File: config.mk
export PLATFORM = sky130hd
export DESIGN_NAME = tape_follow_pid_unit
export DESIGN_NICKNAME = d
export VERILOG_FILES = /design/src/rtl/tfpid_pkg.sv /design/src/rtl/tape_follow_pid_unit.sv
export SDC_FILE = /design/constraint.sdc
export NUM_CORES = 1
export LEC_CHECK = 0
export BUFFER_PORTS_ARGS = -buffer_cell sky130_fd_sc_hd__buf_2
export CORE_AREA = 2 2 188 190
export CTS_BUF_LIST = sky130_fd_sc_hd__clkbuf_16
export DETAILED_ROUTE_END_ITERATION = 7
export DIE_AREA = 0 0 190 192
export PLACE_DENSITY = 0.74
export SYNTH_ARGS = -nofsm -noshare
export SYNTH_HDL_FRONTEND = slang
export SYNTH_SLANG_ARGS = --single-unit
File: constraint.sdc
create_clock -name clock -period 16.1 [get_ports clock]
set_clock_uncertainty 0.1 [all_clocks]
set_input_delay 0.805 -clock clock [delete_from_list [all_inputs] [get_ports clock]]
set_output_delay 0.805 -clock clock [all_outputs]
set_load 0.1 [all_outputs]
File: src/rtl/tfpid_pkg.sv
// ----------------------------------------------------------------------------
// tfpid_pkg
// Shared types, register indexes and the sensor-to-error table of the tape
// follower PID unit.
// ----------------------------------------------------------------------------
package tfpid_pkg;

   localparam int unsigned GainWidth  = 16;
   localparam int unsigned LimitWidth = 23;
   localparam int unsigned ErrWidth   = 4;
   localparam int unsigned IntegWidth = 24;
   localparam int unsigned DriveWidth = 25;
   localparam int unsigned TermWidth  = 22;

   typedef logic [GainWidth-1:0]         gain_type;
   typedef logic [LimitWidth-1:0]        limit_type;
   typedef logic signed [ErrWidth-1:0]   err_type;
   typedef logic signed [IntegWidth-1:0] integ_type;
   typedef logic signed [DriveWidth-1:0] drive_type;
   typedef logic signed [TermWidth-1:0]  term_type;

   typedef enum logic [1:0] {
      CSR_GAIN_PROP   = 2'd0,
      CSR_GAIN_INTEG  = 2'd1,
      CSR_GAIN_DERIV  = 2'd2,
      CSR_INTEG_LIMIT = 2'd3
   } csr_index_type;

   localparam gain_type  GAIN_PROP_RESET   = 16'd5888;
   localparam gain_type  GAIN_INTEG_RESET  = 16'd0;
   localparam gain_type  GAIN_DERIV_RESET  = 16'd3840;
   localparam limit_type INTEG_LIMIT_RESET = 23'd25600;

   localparam err_type ERR_LEFT_MID   = -4'sd1;
   localparam err_type ERR_MID_RIGHT  = 4'sd1;
   localparam err_type ERR_CENTER     = 4'sd0;
   localparam err_type ERR_RIGHT_ONLY = -4'sd2;
   localparam err_type ERR_LOST_LEFT  = 4'sd5;
   localparam err_type ERR_LEFT_ONLY  = 4'sd2;
   localparam err_type ERR_LOST_RIGHT = -4'sd5;

   typedef struct packed {
      logic left;
      logic mid;
      logic right;
   } sense_type;

   function automatic err_type pick_error(input sense_type s, input logic last_left,
                                          input logic last_right, input err_type last_err);
      err_type e;
      if (s.left && s.mid) begin
         e = ERR_LEFT_MID;
      end else if (s.mid && s.right) begin
         e = ERR_MID_RIGHT;
      end else if (s.mid) begin
         e = ERR_CENTER;
      end else if (!s.left && s.right) begin
         e = ERR_RIGHT_ONLY;
      end else if (!s.left && !s.right && last_left) begin
         e = ERR_LOST_LEFT;
      end else if (s.left && !s.right) begin
         e = ERR_LEFT_ONLY;
      end else if (!s.left && !s.right && last_right) begin
         e = ERR_LOST_RIGHT;
      end else begin
         e = last_err;
      end
      return e;
   endfunction

endpackage

File: src/rtl/tape_follow_pid_unit.sv
// ----------------------------------------------------------------------------
// tape_follow_pid_unit
// PID steering for a three-sensor tape follower: sensor sample in, drive
// change and tracking error out.
// ----------------------------------------------------------------------------
// The unit takes one sensor sample per clock while the output side is ready
// and returns one result per sample, in order. A sample is captured in an
// input register; when the result register is empty or draining, the error
// lookup, the three gain products, the clamped integral and the final sum are
// formed in one pass and land in the result register, where the result is
// presented and can be taken at the following edge when the output side is
// ready. Throughput is one item per cycle while the output is not stalled;
// the same pass also updates the error, side and integral history. A stalled
// result holds the result register and any item waiting in the input register;
// an empty input register still takes an item, and a full one takes the next
// item in the cycle it drains into an empty or draining result register.
module tape_follow_pid_unit
   import tfpid_pkg::*;
(
   input  logic        clock,
   input  logic        reset,
   input  logic        req_tvalid,
   output logic        req_tready,
   input  logic [7:0]  req_tdata,   // [0] sense_left, [1] sense_mid, [2] sense_right, zero pad
   output logic        rsp_tvalid,
   input  logic        rsp_tready,
   output logic [31:0] rsp_tdata,   // [24:0] drive_change, [28:25] track_error, zero pad
   input  logic        csr_wen,
   input  logic [1:0]  csr_index,
   input  logic [22:0] csr_wdata
);

   gain_type  gain_prop_ff, gain_integ_ff, gain_deriv_ff;
   limit_type integ_limit_ff;

   logic      in_valid_ff, in_valid_in;
   sense_type sense_ff, sense_in;

   err_type   last_err_ff, last_err_in;
   logic      last_left_ff, last_left_in;
   logic      last_right_ff, last_right_in;
   integ_type integ_ff, integ_in;

   logic      out_valid_ff, out_valid_in;
   drive_type drive_ff, drive_in;
   err_type   err_out_ff, err_out_in;

   logic      advance;
   err_type   err;
   logic signed [4:0]            err_diff;
   term_type                     err_ext, diff_ext, p_term, d_term, i_term;
   logic signed [DriveWidth-1:0] integ_sum, lim_pos, lim_neg, integ_clamp;

   always_ff @(posedge clock) begin
      if (reset) begin
         gain_prop_ff   <= GAIN_PROP_RESET;
         gain_integ_ff  <= GAIN_INTEG_RESET;
         gain_deriv_ff  <= GAIN_DERIV_RESET;
         integ_limit_ff <= INTEG_LIMIT_RESET;
      end else if (csr_wen) begin
         case (csr_index_type'(csr_index))
            CSR_GAIN_PROP:   gain_prop_ff   <= csr_wdata[GainWidth-1:0];
            CSR_GAIN_INTEG:  gain_integ_ff  <= csr_wdata[GainWidth-1:0];
            CSR_GAIN_DERIV:  gain_deriv_ff  <= csr_wdata[GainWidth-1:0];
            CSR_INTEG_LIMIT: integ_limit_ff <= csr_wdata;
            default: ;
         endcase
      end
   end

   assign advance    = in_valid_ff && (!out_valid_ff || rsp_tready);
   assign req_tready = !in_valid_ff || advance;

   always_comb begin
      in_valid_in = in_valid_ff;
      sense_in    = sense_ff;
      if (req_tready) begin
         in_valid_in = req_tvalid;
         sense_in    = '{left: req_tdata[0], mid: req_tdata[1], right: req_tdata[2]};
      end
   end

   always_comb begin
      err      = pick_error(sense_ff, last_left_ff, last_right_ff, last_err_ff);
      err_diff = {err[ErrWidth-1], err} - {last_err_ff[ErrWidth-1], last_err_ff};
      err_ext  = {{(TermWidth-ErrWidth){err[ErrWidth-1]}}, err};
      diff_ext = {{(TermWidth-5){err_diff[4]}}, err_diff};
      p_term   = term_type'({6'd0, gain_prop_ff}) * err_ext;
      d_term   = term_type'({6'd0, gain_deriv_ff}) * diff_ext;
      i_term   = term_type'({6'd0, gain_integ_ff}) * err_ext;

      integ_sum = {integ_ff[IntegWidth-1], integ_ff}
                + {{(DriveWidth-TermWidth){i_term[TermWidth-1]}}, i_term};
      lim_pos   = {2'b00, integ_limit_ff};
      lim_neg   = -lim_pos;
      if (integ_sum > lim_pos) begin
         integ_clamp = lim_pos;
      end else if (integ_sum < lim_neg) begin
         integ_clamp = lim_neg;
      end else begin
         integ_clamp = integ_sum;
      end

      last_err_in   = last_err_ff;
      last_left_in  = last_left_ff;
      last_right_in = last_right_ff;
      integ_in      = integ_ff;
      drive_in      = drive_ff;
      err_out_in    = err_out_ff;
      out_valid_in  = out_valid_ff && !rsp_tready;
      if (advance) begin
         last_err_in   = err;
         last_left_in  = sense_ff.left;
         last_right_in = sense_ff.right;
         integ_in      = integ_clamp[IntegWidth-1:0];
         drive_in      = {{(DriveWidth-TermWidth){p_term[TermWidth-1]}}, p_term}
                       + {{(DriveWidth-TermWidth){d_term[TermWidth-1]}}, d_term}
                       + integ_clamp;
         err_out_in    = err;
         out_valid_in  = 1'b1;
      end
   end

   always_ff @(posedge clock) begin
      if (reset) begin
         in_valid_ff   <= 1'b0;
         out_valid_ff  <= 1'b0;
         last_err_ff   <= '0;
         last_left_ff  <= 1'b0;
         last_right_ff <= 1'b0;
         integ_ff      <= '0;
      end else begin
         in_valid_ff   <= in_valid_in;
         out_valid_ff  <= out_valid_in;
         last_err_ff   <= last_err_in;
         last_left_ff  <= last_left_in;
         last_right_ff <= last_right_in;
         integ_ff      <= integ_in;
      end
   end

   always_ff @(posedge clock) begin
      sense_ff   <= sense_in;
      drive_ff   <= drive_in;
      err_out_ff <= err_out_in;
   end

   assign rsp_tvalid = out_valid_ff;
   assign rsp_tdata  = {3'd0, err_out_ff, drive_ff};

   a_integ_bounded: assert property (@(posedge clock) disable iff (reset)
      advance |=> (integ_ff <= $signed({2'b00, integ_limit_ff})
                && integ_ff >= -$signed({2'b00, integ_limit_ff})))
      else $error("integral outside its limit");

   a_err_range: assert property (@(posedge clock) disable iff (reset)
      rsp_tvalid |-> (err_out_ff <= 4'sd5 && err_out_ff >= -4'sd5))
      else $error("tracking error out of range");

   a_advance_fills: assert property (@(posedge clock) disable iff (reset)
      advance |=> rsp_tvalid)
      else $error("advanced item did not reach the result register");

   a_hold_blocks: assert property (@(posedge clock) disable iff (reset)
      (in_valid_ff && !advance) |-> !req_tready)
      else $error("item accepted over a held input register");

   a_history: assert property (@(posedge clock) disable iff (reset)
      advance |=> (last_err_ff == err_out_ff))
      else $error("error history does not match delivered error");

endmodule
## Word-level counts from Yosys, hierarchy flattened

Cells that the tools add are included.

| storage, ports and cells | value |
|---|---|
| register bits | 135 |
| input port bits | 38 |
| output and inout bits | 34 |
| word-level logic and storage cells | 59 |

| cells by class | value |
|---|---|
| $add $sub $neg | 5 |
| multiply operators | 3 |
| $lt $le $gt $ge | 2 |
| equal/unequal tests | 3 |
| muxes and demuxes | 10 |
| reduce and logical (&&, ||, !) cells | 21 |

Operators with widths:

| cell | count |
|---|---|
| $mux 25 | 2 |
| $mul 17x4->21 | 2 |
| $mux 4 | 7 |
| $add 24x21->25 | 1 |
| $add 25x25->25 | 1 |
| $gt 25x24->1 | 1 |
| $lt 25x25->1 | 1 |
| $neg 23->25 | 1 |
| $add 21x22->23 | 1 |
| $mul 17x5->22 | 1 |
| $logic_and 1x1->1 | 9 |
| $reduce_and 2->1 | 4 |
| $logic_not 1->1 | 5 |
| $sub 4x4->5 | 1 |
| $eq 2x2->1 const B | 2 |
| $eq 2x1->1 const B | 1 |
| $logic_not 2->1 | 1 |
| $logic_or 1x1->1 | 2 |
| $mux 1 | 1 |

## Depth between registers and ports, before layout

Gate-level depths: netlist of the first run.

| depth | value |
|---|---|
| word-level depth | 16 |
| mapped depth | 55 |
| depth with buffers taken out | 53 |

## Worst setup path after synthesis of the first run

No wires, ideal clock.

| timing | value |
|---|---|
| path type | register to register |
| start point | register sense_ff[1] (netlist name) |
| end point | register drive_ff[12], data pin |
| setup time | 259 ps |
| arrival time | 10089 ps |
| data required time | 15741 ps |
| slack | 5653 ps |
| cell stages (with the launch flop) | 48 |
| path buffers | 4 |
| period minus slack after synthesis | 10447 ps |
| path through | edfxtp_1 > clkbuf_1 > a21o_1 > a21oi_1 > clkbuf_1 > inv_1 > fa_1 > fa_1 > fa_1 > fa_1 > a211oi_1 > o21bai_1 > o21ai_1 > a21boi_0 > o21a_1 > o21ai_0 > nand2b_1 > a21o_1 > (+12 left out) > a21oi_1 > o21ai_0 > ha_1 > nor2b_1 > o21ai_1 > a21boi_0 > o21ai_0 > nand2b_1 > clkbuf_1 > nor3_1 > nand3_1 > o311a_1 > a31oi_1 > o21ai_1 > maj3_1 > maj3_1 > a21oi_1 > xnor2_1 |

| on the way | value |
|---|---|
| cells in the longest elaborated chain, start to end | 9 |
| elaborated cells on any way between the ends | 16 |
| classes of those cells | add/sub (4); mul (3); order compare (2); mux (5); reduce/logical (2) |

Ends and longest elaborated chain:

| item | line | RTL |
|---|---|---|
| start: declaration | tape_follow_pid_unit.sv:37 | `sense_type sense_ff, sense_in;` |
| start signal: assignment | tape_follow_pid_unit.sv:143 | `sense_ff <= sense_in;` |
| $mux 4 / $logic_and 1x1->1 (equally long branches) | tfpid_pkg.sv:55, tfpid_pkg.sv:53 |  |
| $mux 4 | tfpid_pkg.sv:53 | `end else if (s.mid && s.right) begin` |
| $mux 4 (*) | tfpid_pkg.sv:51 | `if (s.left && s.mid) begin` |
| via err[3] | tape_follow_pid_unit.sv:49 | `err_type err;` |
| $mul 17x4->21 (*) | tape_follow_pid_unit.sv:90 | `i_term = term_type'({6'd0, gain_integ_ff}) * err_ext;` |
| $add 24x21->25 (*) | tape_follow_pid_unit.sv:93 | `+ {{(DriveWidth-TermWidth){i_term[TermWidth-1]}}, i_term};` |
| $lt 25x25->1 | tape_follow_pid_unit.sv:98 | `end else if (integ_sum < lim_neg) begin` |
| $mux 25 | tape_follow_pid_unit.sv:98 |  |
| $mux 25 (*) | tape_follow_pid_unit.sv:96 | `if (integ_sum > lim_pos) begin` |
| via integ_clamp[2] | tape_follow_pid_unit.sv:52 | `logic signed [DriveWidth-1:0] integ_sum, lim_pos, lim_neg, integ_clamp;` |
| $add 25x25->25 (*) | tape_follow_pid_unit.sv:118 | `+ integ_clamp;` |
| end signal: assignment | tape_follow_pid_unit.sv:144 | `drive_ff <= drive_in;` |
| end: declaration | tape_follow_pid_unit.sv:45 | `drive_type drive_ff, drive_in;` |

Mark *: on every way through the listed nets, which the timed path passes. The rest lies on a longest branch.
A chain may end at the register's enable or synchronous reset.

## Worst setup path after layout of the first run

| timing | value |
|---|---|
| start point | register sense_ff[1] (netlist name) |
| end point | register drive_ff[17], data pin |

The elaborated chain is that of the path after synthesis.

==> results of run 1 <==
==> sequential cells by signal, summed over array words and instances (netlist names) <==
signal / flops
in_valid_ff: 1
drive_ff: 25
integ_ff: 24
gain_deriv_ff: 16
rsp_tvalid: 1
gain_prop_ff: 16
sense_ff: 3
integ_limit_ff: 23
last_left_ff: 1
err_out_ff: 4
last_right_ff: 1
last_err_ff: 4
gain_integ_ff: 16
==> logic make-up (layout without fill, tap and decap cells) <==
family	count (synthesis)	count (layout)
AOI/OAI and AO/OA	383	383
xor gates and xnor gates	75	75
adders and majority gates	340	340
buffers and inverters	301	332
DFF	135	135
muxes	7	7
other	1	3
and+or+nand+nor	707	707
==> worst max path at each step <==
stage,startpoint,to,depth (start not counted)
2_1_floorplan,sense_ff[1],drive_ff[12],47
3_3_place_gp,sense_ff[1],drive_ff[17],42
3_5_place_dp,sense_ff[1],drive_ff[17],42
4_1_cts,sense_ff[1],drive_ff[17],42
5_1_grt,sense_ff[0],drive_ff[17],43
6_report,sense_ff[1],drive_ff[17],40
==> layout by cell type, fill, tap and decap left out, types with 9 or more instances in the layout <==
cell type / instances
sky130_fd_sc_hd__nand2_1: 306
sky130_fd_sc_hd__buf_2: 63
sky130_fd_sc_hd__o21ai_0: 43
sky130_fd_sc_hd__a31oi_1: 10
sky130_fd_sc_hd__ha_1: 178
sky130_fd_sc_hd__nand2b_1: 36
sky130_fd_sc_hd__a21o_1: 15
sky130_fd_sc_hd__fa_1: 158
sky130_fd_sc_hd__a211oi_1: 30
sky130_fd_sc_hd__o211ai_1: 12
sky130_fd_sc_hd__o21a_1: 14
sky130_fd_sc_hd__nand3_1: 36
sky130_fd_sc_hd__dfxtp_1: 103
sky130_fd_sc_hd__clkbuf_16: 18
sky130_fd_sc_hd__nor2_1: 138
sky130_fd_sc_hd__xor2_1: 14
sky130_fd_sc_hd__o21bai_1: 12
sky130_fd_sc_hd__and2_1: 61
sky130_fd_sc_hd__buf_4: 11
sky130_fd_sc_hd__nor3_1: 28
sky130_fd_sc_hd__a21oi_1: 171
sky130_fd_sc_hd__nand4_1: 12
sky130_fd_sc_hd__edfxtp_1: 32
sky130_fd_sc_hd__o21ai_1: 9
sky130_fd_sc_hd__inv_1: 226
sky130_fd_sc_hd__or3_1: 13
sky130_fd_sc_hd__nor2b_1: 37
sky130_fd_sc_hd__xnor2_1: 60
sky130_fd_sc_hd__or2_2: 9
==> area by class of cell <==
type	count	area [µm²]
clock buffer	18	450.4
clock inverter	14	106.4
fill	3187	16990
inverter	226	848.3
multi-input combinational	1515	11910
sequential	135	3023
tap	455	569.3
timing repair buffer	74	397.9
==> routing by layer <==
| metal | part of all wire | vias up | routed length (µm) |
|---|---|---|---|
| met1 | 0.44 | 6733 | 18850 |
| met2 | 0.47 | 458 | 20290 |
| met5 | 0 | - | 0 |
| li1 | - | 6527 | - |
| met4 | 0.029 | 0 | 1250 |
| met3 | 0.060 | 80 | 2570 |
==> per-stage QoR <==
stage | hold WS, ns | worst slack (ns) | std cells | util | cell area (µm²)
final | 0.3673 | 2.638 | 2437 | 0.5046 | 17300
after global routing | 0.3817 | 1.748 | 2437 | 0.5046 | 17300
after CTS | 0.3676 | 2.841 | 2437 | 0.5046 | 17300
after detailed placement | 0.3585 | 2.977 | 2405 | 0.4884 | 16750
after global placement | 0.3476 | 3.283 | 2405 | 0.4884 | 16750
after floorplan | 0.3363 | 5.653 | 1951 | - | 16050
==> Yosys cell counts, types with 4 or more instances <==
library cell               count  area share
sky130_fd_sc_hd__nand2_1     306       0.072
sky130_fd_sc_hd__inv_1       226       0.053
sky130_fd_sc_hd__ha_1        178        0.14
sky130_fd_sc_hd__a21oi_1     172       0.054
sky130_fd_sc_hd__fa_1        158        0.20
sky130_fd_sc_hd__nor2_1      138       0.032
sky130_fd_sc_hd__dfxtp_1     103        0.13
sky130_fd_sc_hd__and2_1       61       0.024
sky130_fd_sc_hd__clkbuf_1     61       0.014
sky130_fd_sc_hd__xnor2_1      61       0.033
sky130_fd_sc_hd__o21ai_0      43       0.013
sky130_fd_sc_hd__nor2b_1      37       0.014
sky130_fd_sc_hd__nand2b_1     36       0.014
sky130_fd_sc_hd__nand3_1      36       0.011
sky130_fd_sc_hd__edfxtp_1     32       0.060
sky130_fd_sc_hd__a211oi_1     30       0.014
sky130_fd_sc_hd__nor3_1       28      0.0087
sky130_fd_sc_hd__a21o_1       15      0.0070
sky130_fd_sc_hd__o21a_1       14      0.0066
sky130_fd_sc_hd__xor2_1       14      0.0076
sky130_fd_sc_hd__or3_1        13      0.0051
sky130_fd_sc_hd__nand4_1      12      0.0047
sky130_fd_sc_hd__o211ai_1     12      0.0056
sky130_fd_sc_hd__o21bai_1     12      0.0056
sky130_fd_sc_hd__a31oi_1      10      0.0039
sky130_fd_sc_hd__o21ai_1       9      0.0028
sky130_fd_sc_hd__or2_2         9      0.0035
sky130_fd_sc_hd__and3_1        8      0.0031
sky130_fd_sc_hd__buf_1         6      0.0014
sky130_fd_sc_hd__nor4_1        6      0.0023
sky130_fd_sc_hd__o211a_1       6      0.0037
sky130_fd_sc_hd__mux2i_1       5      0.0031
sky130_fd_sc_hd__o31ai_1       5      0.0023
sky130_fd_sc_hd__a21boi_0      4      0.0019
sky130_fd_sc_hd__buf_2         4      0.0012
sky130_fd_sc_hd__o22ai_1       4      0.0016
==> critical path: cells and delay by family (launching register included) <==
kind,cells,cell delay [ns]
AOI/OAI and AO/OA,25,7.27
xor gates and xnor gates,1,0.27
adders and majority gates,6,2.79
buffers and inverters,1,0.68
DFF,1,0.50
and+or+nand+nor,7,1.71
==> metrics.log, run 1 <==
INFO  metric status = completed
INFO  metric worst_pin_slew = between 1 and 1.5 ns
INFO  metric grt_max_degree = just over 90
INFO  metric holdPathStages = 2
INFO  metric hold_path_end = integ_ff[23]
INFO  metric overall_overflow_remaining_after_global_route = 0
INFO  metric tritoncts_clock_tree = built
INFO  metric groute.layer.met2.usage = 0.4065
INFO  metric synth-xor-area-share = 0.04094
INFO  metric initial_core_util = 0.4680
INFO  metric drc_errors = 0
INFO  metric cts_inserted_buffers = 17
INFO  metric grtUsageMet3 = 0.03234
INFO  metric clockBufferDepth = 2
INFO  metric worstHoldPathType = register to register
INFO  metric worstReg2RegEnd = drive_ff[17]
INFO  metric ys_async_sr_fraction = 0
INFO  metric die_area = 36480 µm²
INFO  metric synth-main-ff-cell = sky130_fd_sc_hd__dfxtp_1
INFO  metric combined_area_of_all_synthesized_cells = about 16000 µm²
INFO  metric timing.final.hold_violations = 0
INFO  metric crit_path_top_delay_cell = sky130_fd_sc_hd__a21oi_4
INFO  metric routed_via_density = 5.662
INFO  metric dominant_combinational_cell_family_by_area_after_synthesis = adder cells
INFO  metric finalNetCount = roughly 2.3k
INFO  metric final_min_period_over_clock_period = 0.8361
INFO  metric dr_total_vias = roughly 14k
INFO  metric dpl.hpwl = about 34000 µm
INFO  metric cts_resized = 0
INFO  metric detail_route.wl_per_cell = 17.63 µm
INFO  metric clkLatencyLatePin = 0.45 ns
INFO  metric maxClockFrequency = 74.28 MHz
INFO  metric cts-hold-fix-buffers = 0
INFO  metric antennaDiodeCount = 0
INFO  metric ios = 72
INFO  metric die_width = approximately 190 µm
INFO  metric use_met1 = 0.3251
INFO  metric post_synth_simple_gate_area = 0.2054
INFO  metric antenna_left = 0
INFO  metric layout-area-overhead-vs-synth = 7.837%
INFO  metric path_clk_slew = 0.06 ns
INFO  metric synth_area_per_cell = 8.233 µm²
INFO  metric antenna_found_initial = 0
INFO  metric cpPeakStageDelay = around 0.90 ns
INFO  metric ys.warnings.count = 0
INFO  metric post-route-min-period = around 13 ns
INFO  metric fin_setup_tns = 0 ns
INFO  metric number_of_max_cap_violations = 0
INFO  metric path_max_fanout = 36
INFO  metric drt-initial-drc-count = about 970
INFO  metric die_h = around 190 µm
INFO  metric clock_sinks = 135
INFO  metric groute.usage.overall = 0.2440
INFO  metric regToRegSetupSlack = 2.64 ns
INFO  metric synth_edf_count = 32
INFO  metric seq_area_frac_synth = 0.1884
INFO  metric cts_post_setup_buffers_inserted = 0
INFO  metric critPathRequiredTime = 16.30 ns
INFO  metric synth.lib_cells_used.distinct = 84
INFO  metric maxSlewViolCount = 0
INFO  metric vias_in_the_first_global_route = about 13k
INFO  metric num_rows = slightly below 70
INFO  metric crit_path_end_kind = register
INFO  metric clock_tree.htree_level_count = 4
INFO  metric grt_setup_unrepaired = false
INFO  metric cts_root_buf = sky130_fd_sc_hd__clkbuf_16
INFO  metric port-buffer-count = 63
INFO  metric worst-setup-path-type = register to register
INFO  metric peak_usage_layer_in_the_global_routing_report = met2
INFO  metric place.gp.congestion = roughly 0.95
INFO  metric synth_seq_cells = between 100 and 150
INFO  metric synth_cells = between 1.5k and 2k
INFO  metric timing.max_slew.rel_slack = 0.2166
INFO  metric post_synthesis_compound_gate_area_fraction = 0.1501
INFO  metric arrival = 13.67 ns
INFO  metric worst_r2r_startpoint = sense_ff[1]
INFO  metric worst_r2r_path_depth = 40
INFO  metric area_of_the_core_region = around 34000 µm²
INFO  metric totalWireLength = between 40000 and 50000 µm
INFO  metric grt_first_pass_wirelength = around 70000 µm
INFO  metric layout-drive-gt1-share = 0.06811
INFO  metric post_synth_mux_area_share = 0.004523
INFO  metric min_from = integ_ff[23]
INFO  metric worst_setup_path_start_kind = register
INFO  metric first_pass_iters = 6
INFO  metric setup_viol = 0
INFO  metric adder_cell_area_share_of_the_yosys_netlist = 0.3385
Power of run 1 is left out: the tool's default activity adds up to more than one toggle a clock period on the data nets, which glitch-free logic cannot reach.
==> run 2: changes to the inputs <==
- clock period: 16.1 -> 13.9 ns (I/O delays scaled with it)
==> metrics.log, run 2 (synthesized netlist as in run 1, its figures left out) <==
INFO  metric ios = 72
INFO  metric antennaDiodeCount = 0
INFO  metric overall_overflow_remaining_after_global_route = 0
INFO  metric cts_post_setup_buffers_inserted = 0
INFO  metric grt_max_degree = 91
INFO  metric hold_path_end = sense_ff[2]
INFO  metric maxSlewViolCount = 0
INFO  metric worstHoldPathType = input pin to register
INFO  metric timing.max_slew.rel_slack = 0.1972
INFO  metric cts_inserted_buffers = 17
INFO  metric worst_r2r_path_depth = 47
INFO  metric final_min_period_over_clock_period = 0.9053
INFO  metric first_pass_iters = 6
INFO  metric die_area = ~36000 µm²
INFO  metric tritoncts_clock_tree = built
INFO  metric clockBufferDepth = 2
INFO  metric largest_register = drive_ff
INFO  metric top_regs = drive_ff (25), integ_ff (24), integ_limit_ff (23)
INFO  metric clkLatencyLatePin = 0.45 ns
INFO  metric worst-setup-path-type = register to register
INFO  metric arrival = ~13 ns
INFO  metric leading_cell_type_in_the_layout_fill_and_taps_excluded = sky130_fd_sc_hd__nand2_1
INFO  metric die_h = between 150 and 200 µm
INFO  metric dpl.hpwl = roughly 34000 µm
INFO  metric number_of_max_cap_violations = 0
INFO  metric critPathRequiredTime = about 14 ns
INFO  metric area_of_the_core_region = between 30000 and 40000 µm²
INFO  metric maxClockFrequency = just under 80 MHz
INFO  metric place.gp.congestion = approximately 0.94
INFO  metric met1Wirelength = approximately 19000 µm
INFO  metric cp_common_cell = sky130_fd_sc_hd__fa_1
INFO  metric cts-hold-fix-buffers = 0
INFO  metric post-route-min-period = 12.58 ns
INFO  metric fin_setup_tns = 0 ns
INFO  metric vias_in_the_first_global_route = roughly 14k
INFO  metric regToRegSetupSlack = between 1 and 1.5 ns
INFO  metric path_clk_slew = roughly 0.06 ns
INFO  metric antenna_found_initial = 1
INFO  metric groute.usage.overall = 0.2462
INFO  metric finalNetCount = around 2.3k
INFO  metric die_width = 190 µm
INFO  metric cpPeakStageDelay = approximately 0.56 ns
INFO  metric drt-initial-drc-count = about 1.1k
INFO  metric layout-area-overhead-vs-synth = 8.024%
INFO  metric cts_resized = 0
INFO  metric setup_viol = 0
INFO  metric holdPathStages = 1
INFO  metric fillCellCount = around 3.2k
INFO  metric worst_r2r_startpoint = sense_ff[1]
INFO  metric final_cell_mix = 306 x sky130_fd_sc_hd__nand2_1, 227 x sky130_fd_sc_hd__inv_1, 178 x sky130_fd_sc_hd__ha_1
INFO  metric fin_area = ~17000 µm²
INFO  metric worstReg2RegEnd = drive_ff[24]
INFO  metric met2WireLength = ~20000 µm
INFO  metric worst_setup_path_start_kind = register
INFO  metric critical-path-top-delay-family = compound AO/OA/AOI/OAI gates
INFO  metric status = completed
INFO  metric grt_setup_unrepaired = false
INFO  metric wl_met3 = 2600 µm
INFO  metric worst_pin_slew = 1.200 ns
INFO  metric grt_first_pass_wirelength = 70900 µm
INFO  metric path_max_fanout = 19
INFO  metric cp_num_buf_inv = 3
INFO  metric placement_stage_cell_area = about 17000 µm²
INFO  metric min_from = req_tdata[0]
INFO  metric port-buffer-count = 63
INFO  metric num_rows = around 70
INFO  metric cts_root_buf = sky130_fd_sc_hd__clkbuf_16
INFO  metric dr_total_vias = 13.97k
INFO  metric layout-drive-gt1-share = 0.07003
INFO  metric drc_errors = 0
INFO  metric initial_core_util = 0.4680
INFO  metric antenna_left = 0
INFO  metric crit_path_end_kind = register
INFO  metric clock_sinks = around 140
INFO  metric route.top_layer_used = met4
INFO  metric totalWireLength = 43330 µm
INFO  metric detail_route.wl_per_cell = 17.76 µm
INFO  metric largest_reg_flops = 25
INFO  metric timing.final.hold_violations = 0
INFO  metric clock_tree.htree_level_count = 4
INFO  metric crit_path_top_delay_cell = sky130_fd_sc_hd__fa_1
INFO  metric routed_via_density = 5.725
-- run 2: cell type report --
| class | instances | area, µm² | area share |
|---|---|---|---|
| clock buffers | 17 | 425.4 | 0.02454 |
| clock inverters | 15 | 138.9 | 0.008013 |
| inverters | 226 | 848.3 | 0.04894 |
| multi-input cells | 1515 | 11910 | 0.6870 |
| flip-flops and latches | 135 | 3023 | 0.1744 |
| well taps | 455 | 569.3 | 0.03284 |
| repair buffers | 77 | 420.4 | 0.02425 |
-- run 2: worst max path at each step --
stage	startpoint	end	slack, ns	cells after the start
global placement	sense_ff[1]	drive_ff[17]	1.85	45
finish	sense_ff[1]	drive_ff[24]	1.32	47
CTS	sense_ff[1]	drive_ff[24]	1.52	47
global route	sense_ff[0]	drive_ff[24]	0.49	47
floorplan	sense_ff[1]	drive_ff[12]	3.45	47
detailed placement	sense_ff[1]	drive_ff[24]	1.71	47
-- run 2: metal layers --
| layer | vias up | global-route usage |
|---|---|---|
| met5 | - | 0 |
| met4 | 0 | 0.08945 |
| met3 | 80 | 0.02942 |
| met2 | 480 | 0.4175 |
| met1 | 6877 | 0.3238 |
| li1 | 6532 | - |
-- run 2: per-stage QoR --
stage | hold WS, ns | util | cells | setup WS [ns]
floorplan | 0.3363 | - | 1951 | 3.453
global placement | 0.3482 | 0.4891 | 2408 | 1.845
detailed placement | 0.3575 | 0.4891 | 2408 | 1.708
CTS | 0.3207 | 0.5055 | 2440 | 1.521
global route | 0.3326 | 0.5055 | 2440 | 0.4868
finish | 0.3398 | 0.5055 | 2440 | 1.317
Power of run 2 is left out for the same reason.
